--- config.mk ---
export PLATFORM = sky130hd
export DESIGN_NAME = source_token_lexer
export DESIGN_NICKNAME = d
export VERILOG_FILES = /design/src/hw/rtl/stl_pkg.sv /design/src/hw/rtl/stl_lexer_core.sv /design/src/hw/rtl/stl_token_fifo.sv /design/src/hw/rtl/source_token_lexer.sv
export SDC_FILE = /design/constraint.sdc
export NUM_CORES = 1
export LEC_CHECK = 0
export BUFFER_PORTS_ARGS = -buffer_cell sky130_fd_sc_hd__buf_2
export CAP_MARGIN = 20
export CORE_ASPECT_RATIO = 1.2
export CORE_MARGIN = 2
export CORE_UTILIZATION = 50
export DETAILED_ROUTE_END_ITERATION = 8
export HOLD_SLACK_MARGIN = 0.06
export PLACE_DENSITY = 0.67
export SLEW_MARGIN = 10
export SYNTH_ARGS = -nofsm -noshare
export SYNTH_HDL_FRONTEND = slang
export SYNTH_SLANG_ARGS = --single-unit
--- constraint.sdc ---
create_clock -name clk_i -period 10.6 [get_ports clk_i]
set_input_delay 1.59 -clock clk_i [delete_from_list [all_inputs] [get_ports clk_i]]
set_output_delay 1.59 -clock clk_i [all_outputs]
set_load 0.01 [all_outputs]
--- src/hw/rtl/stl_pkg.sv ---
package stl_pkg;

  localparam int unsigned SourceBytesDef = 4096;
  localparam int unsigned TokPosW        = 13;
  localparam int unsigned ValueW         = 31;
  localparam int unsigned KwCount        = 10;
  localparam int unsigned FifoDepth      = 4;
  localparam int unsigned FifoPtrW       = $clog2(FifoDepth);
  localparam int unsigned FifoCntW       = $clog2(FifoDepth + 1);

  localparam logic [ValueW-1:0] ValueMax = {ValueW{1'b1}};

  typedef enum logic [4:0] {
    KIND_NUMBER = 5'd0,
    KIND_IDENT  = 5'd1,
    KIND_PLUS   = 5'd2,
    KIND_MINUS  = 5'd3,
    KIND_STAR   = 5'd4,
    KIND_SLASH  = 5'd5,
    KIND_ASSIGN = 5'd6,
    KIND_LPAREN = 5'd7,
    KIND_RPAREN = 5'd8,
    KIND_LBRACE = 5'd9,
    KIND_RBRACE = 5'd10,
    KIND_SEMI   = 5'd11,
    KIND_COMMA  = 5'd12,
    KIND_PRINT  = 5'd13,
    KIND_VAR    = 5'd14,
    KIND_IF     = 5'd15,
    KIND_ELSE   = 5'd16,
    KIND_WHILE  = 5'd17,
    KIND_FOR    = 5'd18,
    KIND_FUNC   = 5'd19,
    KIND_RETURN = 5'd20,
    KIND_TRUE   = 5'd21,
    KIND_FALSE  = 5'd22,
    KIND_EOF    = 5'd23,
    KIND_ERROR  = 5'd24
  } token_kind_e;

  // Keyword text, right-justified: the first character sits in the highest used byte.
  localparam logic [47:0] KwText [KwCount] = '{
    48'("print"), 48'("var"), 48'("if"), 48'("else"), 48'("while"),
    48'("for"), 48'("func"), 48'("return"), 48'("true"), 48'("false")
  };
  localparam logic [2:0] KwLen [KwCount] = '{
    3'd5, 3'd3, 3'd2, 3'd4, 3'd5, 3'd3, 3'd4, 3'd6, 3'd4, 3'd5
  };
  localparam int unsigned KwTrueIdx = 8;

  typedef struct packed {
    token_kind_e         kind;
    logic [ValueW-1:0]   value;
    logic [TokPosW-1:0]  start;
    logic [TokPosW-1:0]  length;
  } token_t;

  typedef struct packed {
    token_t tok;
    logic   last;
  } beat_t;

  typedef struct packed {
    logic [1:0] count;
    beat_t      first;
    beat_t      second;
  } push_t;

endpackage

--- src/hw/rtl/stl_lexer_core.sv ---
module stl_lexer_core #(
  parameter int unsigned SourceBytes = stl_pkg::SourceBytesDef
) (
  input  logic           clk_i,
  input  logic           rst_ni,
  input  logic           accept_i,
  input  logic [7:0]     byte_i,
  input  logic           eos_i,
  output stl_pkg::push_t push_o
);
  import stl_pkg::*;

  localparam int unsigned PosW = $clog2(SourceBytes + 1);
  localparam int unsigned ExtW = (PosW > TokPosW) ? PosW : TokPosW;
  localparam logic [PosW-1:0] PosMax = PosW'(SourceBytes);

  localparam logic [7:0] ChSpace = 8'h20;
  localparam logic [7:0] ChTab   = 8'h09;
  localparam logic [7:0] ChLf    = 8'h0a;
  localparam logic [7:0] ChCr    = 8'h0d;
  localparam logic [7:0] ChSlash = 8'h2f;

  typedef enum logic [4:0] {
    MODE_IDLE    = 5'b00001,
    MODE_NUM     = 5'b00010,
    MODE_IDENT   = 5'b00100,
    MODE_SLASH   = 5'b01000,
    MODE_COMMENT = 5'b10000
  } lexer_mode_e;

  lexer_mode_e       mode_q, mode_d;
  logic [ValueW-1:0] acc_q, acc_d;
  logic [KwCount-1:0] cand_q, cand_d;
  logic [PosW-1:0]   start_q, start_d;
  logic [PosW-1:0]   len_q, len_d;
  logic [PosW-1:0]   pos_q, pos_d;

  logic              is_digit, is_alpha, is_blank;
  logic [ValueW+3:0] prod;
  token_t            pend, a_tok, b_tok;
  logic              pend_vld, a_vld, b_vld, do_start;

  function automatic logic [PosW-1:0] sat_inc(input logic [PosW-1:0] v);
    return (v < PosMax) ? v + PosW'(1) : v;
  endfunction

  function automatic logic [TokPosW-1:0] to_tok(input logic [PosW-1:0] v);
    logic [ExtW-1:0] e;
    e = ExtW'(v);
    return e[TokPosW-1:0];
  endfunction

  function automatic logic [KwCount-1:0] kw_filter(input logic [KwCount-1:0] mask,
                                                   input logic [PosW-1:0]    idx,
                                                   input logic [7:0]         c);
    logic [KwCount-1:0] r;
    logic [47:0]        txt;
    int                 sh;
    r = '0;
    for (int k = 0; k < KwCount; k++) begin
      if (mask[k] && idx < PosW'(KwLen[k])) begin
        sh  = (int'(KwLen[k]) - 1 - int'(idx[2:0])) * 8;
        txt = KwText[k] >> sh;
        r[k] = (txt[7:0] == c);
      end
    end
    return r;
  endfunction

  function automatic token_kind_e symbol_kind(input logic [7:0] c);
    case (c)
      8'h2b:   return KIND_PLUS;
      8'h2d:   return KIND_MINUS;
      8'h2a:   return KIND_STAR;
      8'h3d:   return KIND_ASSIGN;
      8'h28:   return KIND_LPAREN;
      8'h29:   return KIND_RPAREN;
      8'h7b:   return KIND_LBRACE;
      8'h7d:   return KIND_RBRACE;
      8'h3b:   return KIND_SEMI;
      8'h2c:   return KIND_COMMA;
      default: return KIND_ERROR;
    endcase
  endfunction

  assign is_digit = (byte_i >= 8'h30) && (byte_i <= 8'h39);
  assign is_alpha = ((byte_i >= 8'h61) && (byte_i <= 8'h7a)) ||
                    ((byte_i >= 8'h41) && (byte_i <= 8'h5a)) || (byte_i == 8'h5f);
  assign is_blank = (byte_i == ChSpace) || (byte_i == ChTab) ||
                    (byte_i == ChLf) || (byte_i == ChCr);

  assign prod = ({4'b0, acc_q} << 3) + ({4'b0, acc_q} << 1) + (ValueW + 4)'(byte_i[3:0]);

  // Token held in the mode registers, as it stands before this beat.
  always_comb begin
    pend        = '0;
    pend.start  = to_tok(start_q);
    pend.length = to_tok(len_q);
    pend_vld    = 1'b0;
    unique case (mode_q)
      MODE_NUM: begin
        pend_vld   = 1'b1;
        pend.kind  = KIND_NUMBER;
        pend.value = acc_q;
      end
      MODE_IDENT: begin
        pend_vld  = 1'b1;
        pend.kind = KIND_IDENT;
        for (int k = 0; k < KwCount; k++) begin
          if (cand_q[k] && len_q == PosW'(KwLen[k])) begin
            pend.kind  = token_kind_e'(5'(KIND_PRINT) + 5'(k));
            pend.value = ValueW'(k == KwTrueIdx);
          end
        end
      end
      MODE_SLASH: begin
        pend_vld    = 1'b1;
        pend.kind   = KIND_SLASH;
        pend.length = TokPosW'(1);
      end
      default: pend_vld = 1'b0;
    endcase
  end

  always_comb begin
    mode_d   = mode_q;
    acc_d    = acc_q;
    cand_d   = cand_q;
    start_d  = start_q;
    len_d    = len_q;
    pos_d    = pos_q;
    a_tok    = pend;
    a_vld    = 1'b0;
    b_tok    = '0;
    b_vld    = 1'b0;
    do_start = 1'b0;

    if (eos_i) begin
      a_vld       = pend_vld;
      b_vld       = 1'b1;
      b_tok.kind  = KIND_EOF;
      b_tok.start = to_tok(pos_q);
      mode_d      = MODE_IDLE;
      acc_d       = '0;
      cand_d      = '0;
      start_d     = '0;
      len_d       = '0;
      pos_d       = '0;
    end else begin
      pos_d = sat_inc(pos_q);
      unique case (mode_q)
        MODE_NUM: begin
          if (is_digit) begin
            acc_d = (prod > (ValueW + 4)'(ValueMax)) ? ValueMax : prod[ValueW-1:0];
            len_d = sat_inc(len_q);
          end else begin
            a_vld    = 1'b1;
            mode_d   = MODE_IDLE;
            do_start = 1'b1;
          end
        end
        MODE_IDENT: begin
          if (is_alpha || is_digit) begin
            cand_d = kw_filter(cand_q, len_q, byte_i);
            len_d  = sat_inc(len_q);
          end else begin
            a_vld    = 1'b1;
            mode_d   = MODE_IDLE;
            do_start = 1'b1;
          end
        end
        MODE_SLASH: begin
          if (byte_i == ChSlash) begin
            mode_d = MODE_COMMENT;
          end else begin
            a_vld    = 1'b1;
            mode_d   = MODE_IDLE;
            do_start = 1'b1;
          end
        end
        MODE_COMMENT: begin
          if (byte_i == ChLf) begin
            mode_d = MODE_IDLE;
          end
        end
        default: begin
          mode_d   = MODE_IDLE;
          do_start = 1'b1;
        end
      endcase

      if (do_start && !is_blank) begin
        if (is_digit) begin
          mode_d  = MODE_NUM;
          acc_d   = ValueW'(byte_i[3:0]);
          start_d = pos_q;
          len_d   = PosW'(1);
        end else if (is_alpha) begin
          mode_d  = MODE_IDENT;
          cand_d  = kw_filter({KwCount{1'b1}}, '0, byte_i);
          start_d = pos_q;
          len_d   = PosW'(1);
        end else if (byte_i == ChSlash) begin
          mode_d  = MODE_SLASH;
          start_d = pos_q;
          len_d   = PosW'(1);
        end else begin
          b_vld        = 1'b1;
          b_tok.kind   = symbol_kind(byte_i);
          b_tok.start  = to_tok(pos_q);
          b_tok.length = TokPosW'(1);
        end
      end
    end
  end

  always_comb begin
    push_o             = '0;
    push_o.count       = accept_i ? (2'(a_vld) + 2'(b_vld)) : 2'd0;
    push_o.first.tok   = a_vld ? a_tok : b_tok;
    push_o.first.last  = !(a_vld && b_vld);
    push_o.second.tok  = b_tok;
    push_o.second.last = 1'b1;
  end

  always_ff @(posedge clk_i or negedge rst_ni) begin
    if (!rst_ni) begin
      mode_q  <= MODE_IDLE;
      acc_q   <= '0;
      cand_q  <= '0;
      start_q <= '0;
      len_q   <= '0;
      pos_q   <= '0;
    end else if (accept_i) begin
      mode_q  <= mode_d;
      acc_q   <= acc_d;
      cand_q  <= cand_d;
      start_q <= start_d;
      len_q   <= len_d;
      pos_q   <= pos_d;
    end
  end

endmodule

--- src/hw/rtl/stl_token_fifo.sv ---
module stl_token_fifo (
  input  logic           clk_i,
  input  logic           rst_ni,
  input  stl_pkg::push_t push_i,
  output logic           room_o,
  output logic           valid_o,
  input  logic           ready_i,
  output stl_pkg::beat_t beat_o
);
  import stl_pkg::*;

  beat_t               mem_q [FifoDepth];
  logic [FifoPtrW-1:0] wr_ptr_q, rd_ptr_q;
  logic [FifoCntW-1:0] cnt_q, cnt_d;
  logic                pop;

  assign valid_o = (cnt_q != '0);
  assign pop     = valid_o && ready_i;
  assign room_o  = (cnt_q <= FifoCntW'(FifoDepth - 2));
  assign beat_o  = mem_q[rd_ptr_q];
  assign cnt_d   = cnt_q + FifoCntW'(push_i.count) - FifoCntW'(pop);

  always_ff @(posedge clk_i) begin
    if (push_i.count != 2'd0) begin
      mem_q[wr_ptr_q] <= push_i.first;
    end
    if (push_i.count == 2'd2) begin
      mem_q[wr_ptr_q + FifoPtrW'(1)] <= push_i.second;
    end
  end

  always_ff @(posedge clk_i or negedge rst_ni) begin
    if (!rst_ni) begin
      wr_ptr_q <= '0;
      rd_ptr_q <= '0;
      cnt_q    <= '0;
    end else begin
      wr_ptr_q <= wr_ptr_q + FifoPtrW'(push_i.count);
      rd_ptr_q <= rd_ptr_q + FifoPtrW'(pop);
      cnt_q    <= cnt_d;
    end
  end

endmodule

--- src/hw/rtl/source_token_lexer.sv ---
// Source token lexer.
// Slave stream: one text byte per beat in s_axis_tdata; s_axis_tuser high marks
// an end beat that carries no byte, flushes the pending token, adds an EOF token
// and returns the lexer to its reset state.
// Master stream: one token per beat (kind, value, start, length in tdata);
// m_axis_tlast marks the final token caused by one input beat.
// A token completed by an input beat is written into the token queue when that
// beat is taken, and reaches the master side behind any tokens already queued.
// Throughput: with m_axis_tready held high, one input beat per cycle while each
// beat yields at most one token; a beat that yields two tokens costs two
// master beats, so the 4-entry token queue sets one token per cycle on the master side.
// s_axis_tready is high while the queue has room for two tokens; a stalled
// master side fills the queue and then holds off the slave side.
// Reset clears the lexer state and empties the queue; no clearing pass is run.
module source_token_lexer #(
  parameter int unsigned SourceBytes = stl_pkg::SourceBytesDef
) (
  input  logic        clk_i,
  input  logic        rst_ni,
  input  logic        s_axis_tvalid,
  output logic        s_axis_tready,
  input  logic [7:0]  s_axis_tdata,   // [7:0] source_byte
  input  logic        s_axis_tuser,   // [0] end_of_source
  output logic        m_axis_tvalid,
  input  logic        m_axis_tready,
  output logic [63:0] m_axis_tdata,   // [4:0] kind, [35:5] value, [48:36] start,
                                      // [61:49] length, [63:62] zero
  output logic        m_axis_tlast    // last_of_run
);
  import stl_pkg::*;

  push_t push;
  beat_t beat;
  logic  room;
  logic  accept;

  assign s_axis_tready = room;
  assign accept        = s_axis_tvalid && room;

  stl_lexer_core #(
    .SourceBytes(SourceBytes)
  ) u_core (
    .clk_i   (clk_i),
    .rst_ni  (rst_ni),
    .accept_i(accept),
    .byte_i  (s_axis_tdata),
    .eos_i   (s_axis_tuser),
    .push_o  (push)
  );

  stl_token_fifo u_fifo (
    .clk_i  (clk_i),
    .rst_ni (rst_ni),
    .push_i (push),
    .room_o (room),
    .valid_o(m_axis_tvalid),
    .ready_i(m_axis_tready),
    .beat_o (beat)
  );

  assign m_axis_tdata = {2'b00, beat.tok.length, beat.tok.start, beat.tok.value,
                         beat.tok.kind};
  assign m_axis_tlast = beat.last;

endmodule
==> metrics <==
outcome=finished clean; hold depth=1; Tightest Pin Transition=~1.2 ns; Synth Instances=approximately 1.8k; first-pass GRT wire length=around 84000 um; Buf/Inv on CP=5; XOR/XNOR Fraction of Synth Area=under 10%; asr flop ratio synth=between 20% and 30%; Synth Flop Type=dfxtp_1; share of cells above drive strength 1=14.5%; FMAX=roughly 0.14 GHz; Yosys reg bits=344; Seq pwr share=41.1%; Avg Cell Area, Syn=about 11 um2; CTS Hold Bufs=0; CP max stage cell=o31ai_4; Internal=0.00248 W; Net Sw Frac=between 30% and 40%; pin count of the biggest net entering global routing=75; Post-Place Cell Area=roughly 20000 um2; Hold Path End=u_fifo.mem_q[2][42]; Critical R2R Launch=u_core.mode_q[2]; n_diodes=0; Layout Nets=roughly 1.9k; Adder-Cell Fraction of Synth Area=5.53%; Final Hold Viols=0; most common cell after layout, fill and taps aside=dfxtp_1; cell row count=between 70 and 80; Worst Setup SP=s_axis_tdata[1]; Starting Density=between 50 and 60%; TNS Setup=0 ns; worst min-delay path class=flip-flop to flip-flop; maximum root-to-sink buffer count=3; clock slew at reported path FFs=~0.060 ns; Synth Area in Compound Gates=a little over a quarter; Final Wtd Congestion=between 0.9 and 1; min Tclk post-route=roughly 7 ns; largest fanout on the critical path=44; Setup violations, final=0; I/O Pins=80; Cell Area, Synth=about 19000 um2; Combinational Power Share=between 20 and 30%; max-slew violations=0; Post-synth EDFFs=76; final period utilization=approximately two thirds; Port Buf Inserts=77; Vias/cell=6.76; CTS tree=done; maximum VDD drop=slightly above 0.1 mV; CP Launch Type=primary input; CP required=approximately 11 ns; Detailed Place HPWL=approximately 36000 um; Max Cap Viol=0; Die Ht=217 um; net switching power=roughly 0.0013 W; Setup Buffers After CTS=0; FF-to-FF path depth=15; Skew-Pair Late Insertion Delay=roughly 0.53 ns; Core ar.=roughly 38000 um2; post-route ant nets=0; Iteration-0 DRC Markers=approximately 1.2k; die width=182 um; Layout fillers=3184; GRT Residual Overflow=0; DRC=0; GRT Resource Usage Total=a little over a quarter; worst min-delay path startpoint=u_fifo.mem_q[2][42]; Seq/Total Area, Yosys=42.7%; Critical Path Max Stage Delay=0.73 ns; Clock Sinks=roughly 340; Gates resized, CTS repair=0; Yosys cell types=89; Leak=8.27 nW; clk root buf=clkbuf_16; Synth Area in Simple Gates=between 10% and 20%; PwrDens=about 180 nW/um2; critical path type=primary input to flip-flop; largest family of logic cells by synthesized area=compound AO/OA/AOI/OAI gates; Reg-to-Reg End=u_fifo.mem_q[3][0]; Worst Skew=roughly 0.022 ns; DR pass1 iterations=6; H-tree depth=2; WP data arrival=between 7 and 8 ns; unrepaired setup endpoints after global routing=no; cell-by-cell trace of the critical path=buf_2 -> nor2_1 -> a311o_1 -> o21ai_1 -> nor2_1 -> o31ai_4 -> inv_1 -> ha_1 -> o21ai_1 -> nor2_4 -> buf_4 -> nor2_4 -> buf_4 -> inv_1 -> o22a_1; final instance area=20700 um2; Area growth syn-to-layout=8.86%; vias in the first global route=~15k; CP top delay family=compound AO/OA/AOI/OAI gates; CP Capture Type=flip-flop; final wirelength=53300 um; antenna violations before repair=0; clock network fraction of total power=a little under a third; WL per Instance=between 20 and 25 um; highest-count cells in the layout ignoring fill and taps=176 x dfxtp_1, 171 x a32o_1, 131 x a21oi_1, 89 x dfrtp_1, 86 x nand2_1; synth warn=0; total via count after detailed routing=about 15k; DIE AREA=39500 um2; Max-slew headroom=between 20% and 30%; multiplexer share of the synthesized area=under 10%; R2R setup slack=between 5 and 6 ns; cts bufs inserted=35
[stage by stage]
step | hold WS, ns | std cells | utilization [%] | power (W) | worst slack (ns)
floorplan | 0.420 | 1808 | - | 0.00227 | 5.15
global placement | 0.430 | 2213 | 51.9 | 0.00257 | 3.35
detailed placement | 0.443 | 2214 | 52.0 | 0.00259 | 3.14
CTS | 0.459 | 2277 | 54.8 | 0.00376 | 3.72
global route | 0.464 | 2281 | 55.0 | 0.00392 | 3.19
finish | 0.460 | 2281 | 55.0 | 0.00375 | 3.61
[sequential cells by signal, summed over array words and instances, names as in the netlist, 3 cells and up]
register	flops
u_core.start_q	13
u_fifo.cnt_q	3
u_core.acc_q	31
u_core.mode_q	5
u_core.len_q	13
u_core.cand_q	10
u_core.pos_q	13
u_fifo.mem_q	252
[final cells by class]
cell class / instances / area (um2) / area share [%]
multi-input combinational: 1252 / 10100 / 48.8
sequential: 344 / 8110 / 39.3
clock buffer: 54 / 1020 / 4.92
timing repair buffer: 105 / 631 / 3.05
tap: 480 / 601 / 2.91
inverter: 37 / 139 / 0.672
clock inverter: 9 / 68.8 / 0.333
[how the worst max path moves through the flow]
stage / to / slack (ns) / depth (start not counted)
detailed placement: u_fifo.mem_q[3][0] / 3.14 / 15
finish: u_fifo.mem_q[3][0] / 3.61 / 15
floorplan: u_fifo.mem_q[0][14] / 5.15 / 14
CTS: u_fifo.mem_q[3][0] / 3.72 / 15
global route: u_fifo.mem_q[3][0] / 3.19 / 15
global placement: u_fifo.mem_q[3][0] / 3.35 / 15
[logic make-up (layout without fill, tap and decap cells)]
family | count (synthesis) | in the layout
AOI/OAI and AO/OA | 649 | 649
xor gates and xnor gates | 61 | 61
adders and majority gates | 82 | 82
buffers and inverters | 212 | 205
DFF | 344 | 344
muxes | 69 | 69
other | 1 | 2
and+or+nand+nor | 389 | 389
[Yosys cell counts (8+ instances only)]
library cell,instances,area (um2)
xor2_1,28,245
inv_1,34,128
ha_1,79,988
xnor2_1,33,289
or3_1,12,75.1
a22o_1,68,596
o21bai_1,8,60.1
a31oi_1,22,138
nand3_1,39,195
nor2_1,91,342
nor3_1,33,165
buf_1,13,48.8
o22a_1,32,280
mux4_2,63,1420
a21oi_1,131,656
a21o_1,19,143
nor2b_1,12,75.1
and2_1,11,68.8
dfrtp_1,91,2280
o21ai_0,81,405
nor4_1,8,50.1
nand4_1,21,131
o31ai_1,9,67.6
nand2b_1,15,93.8
a32o_1,171,1710
or2_2,8,50.1
buf_2,26,130
nand2_1,87,327
and3_1,21,131
o22ai_1,25,156
dfxtp_1,176,3520
edfxtp_1,76,2280
clkbuf_1,130,488
[power by group through the flow]
| stage | registers, W | clock network [W] | logic, W |
|---|---|---|---|
| after floorplan | 0.00149 | 0 | 0.000773 |
| after global placement | 0.00157 | 0 | 0.00100 |
| after detailed placement | 0.00157 | 0 | 0.00102 |
| after CTS | 0.00154 | 0.00120 | 0.00102 |
| after global routing | 0.00156 | 0.00125 | 0.00111 |
| final | 0.00154 | 0.00118 | 0.00103 |
[metal layers]
metal	share of wire, %	global-route usage, %
met4	4.1	11.7
met2	51	47.5
met3	4.7	3.12
met1	40	32.7
met5	0	0
Power figures use the tool's default switching activity.
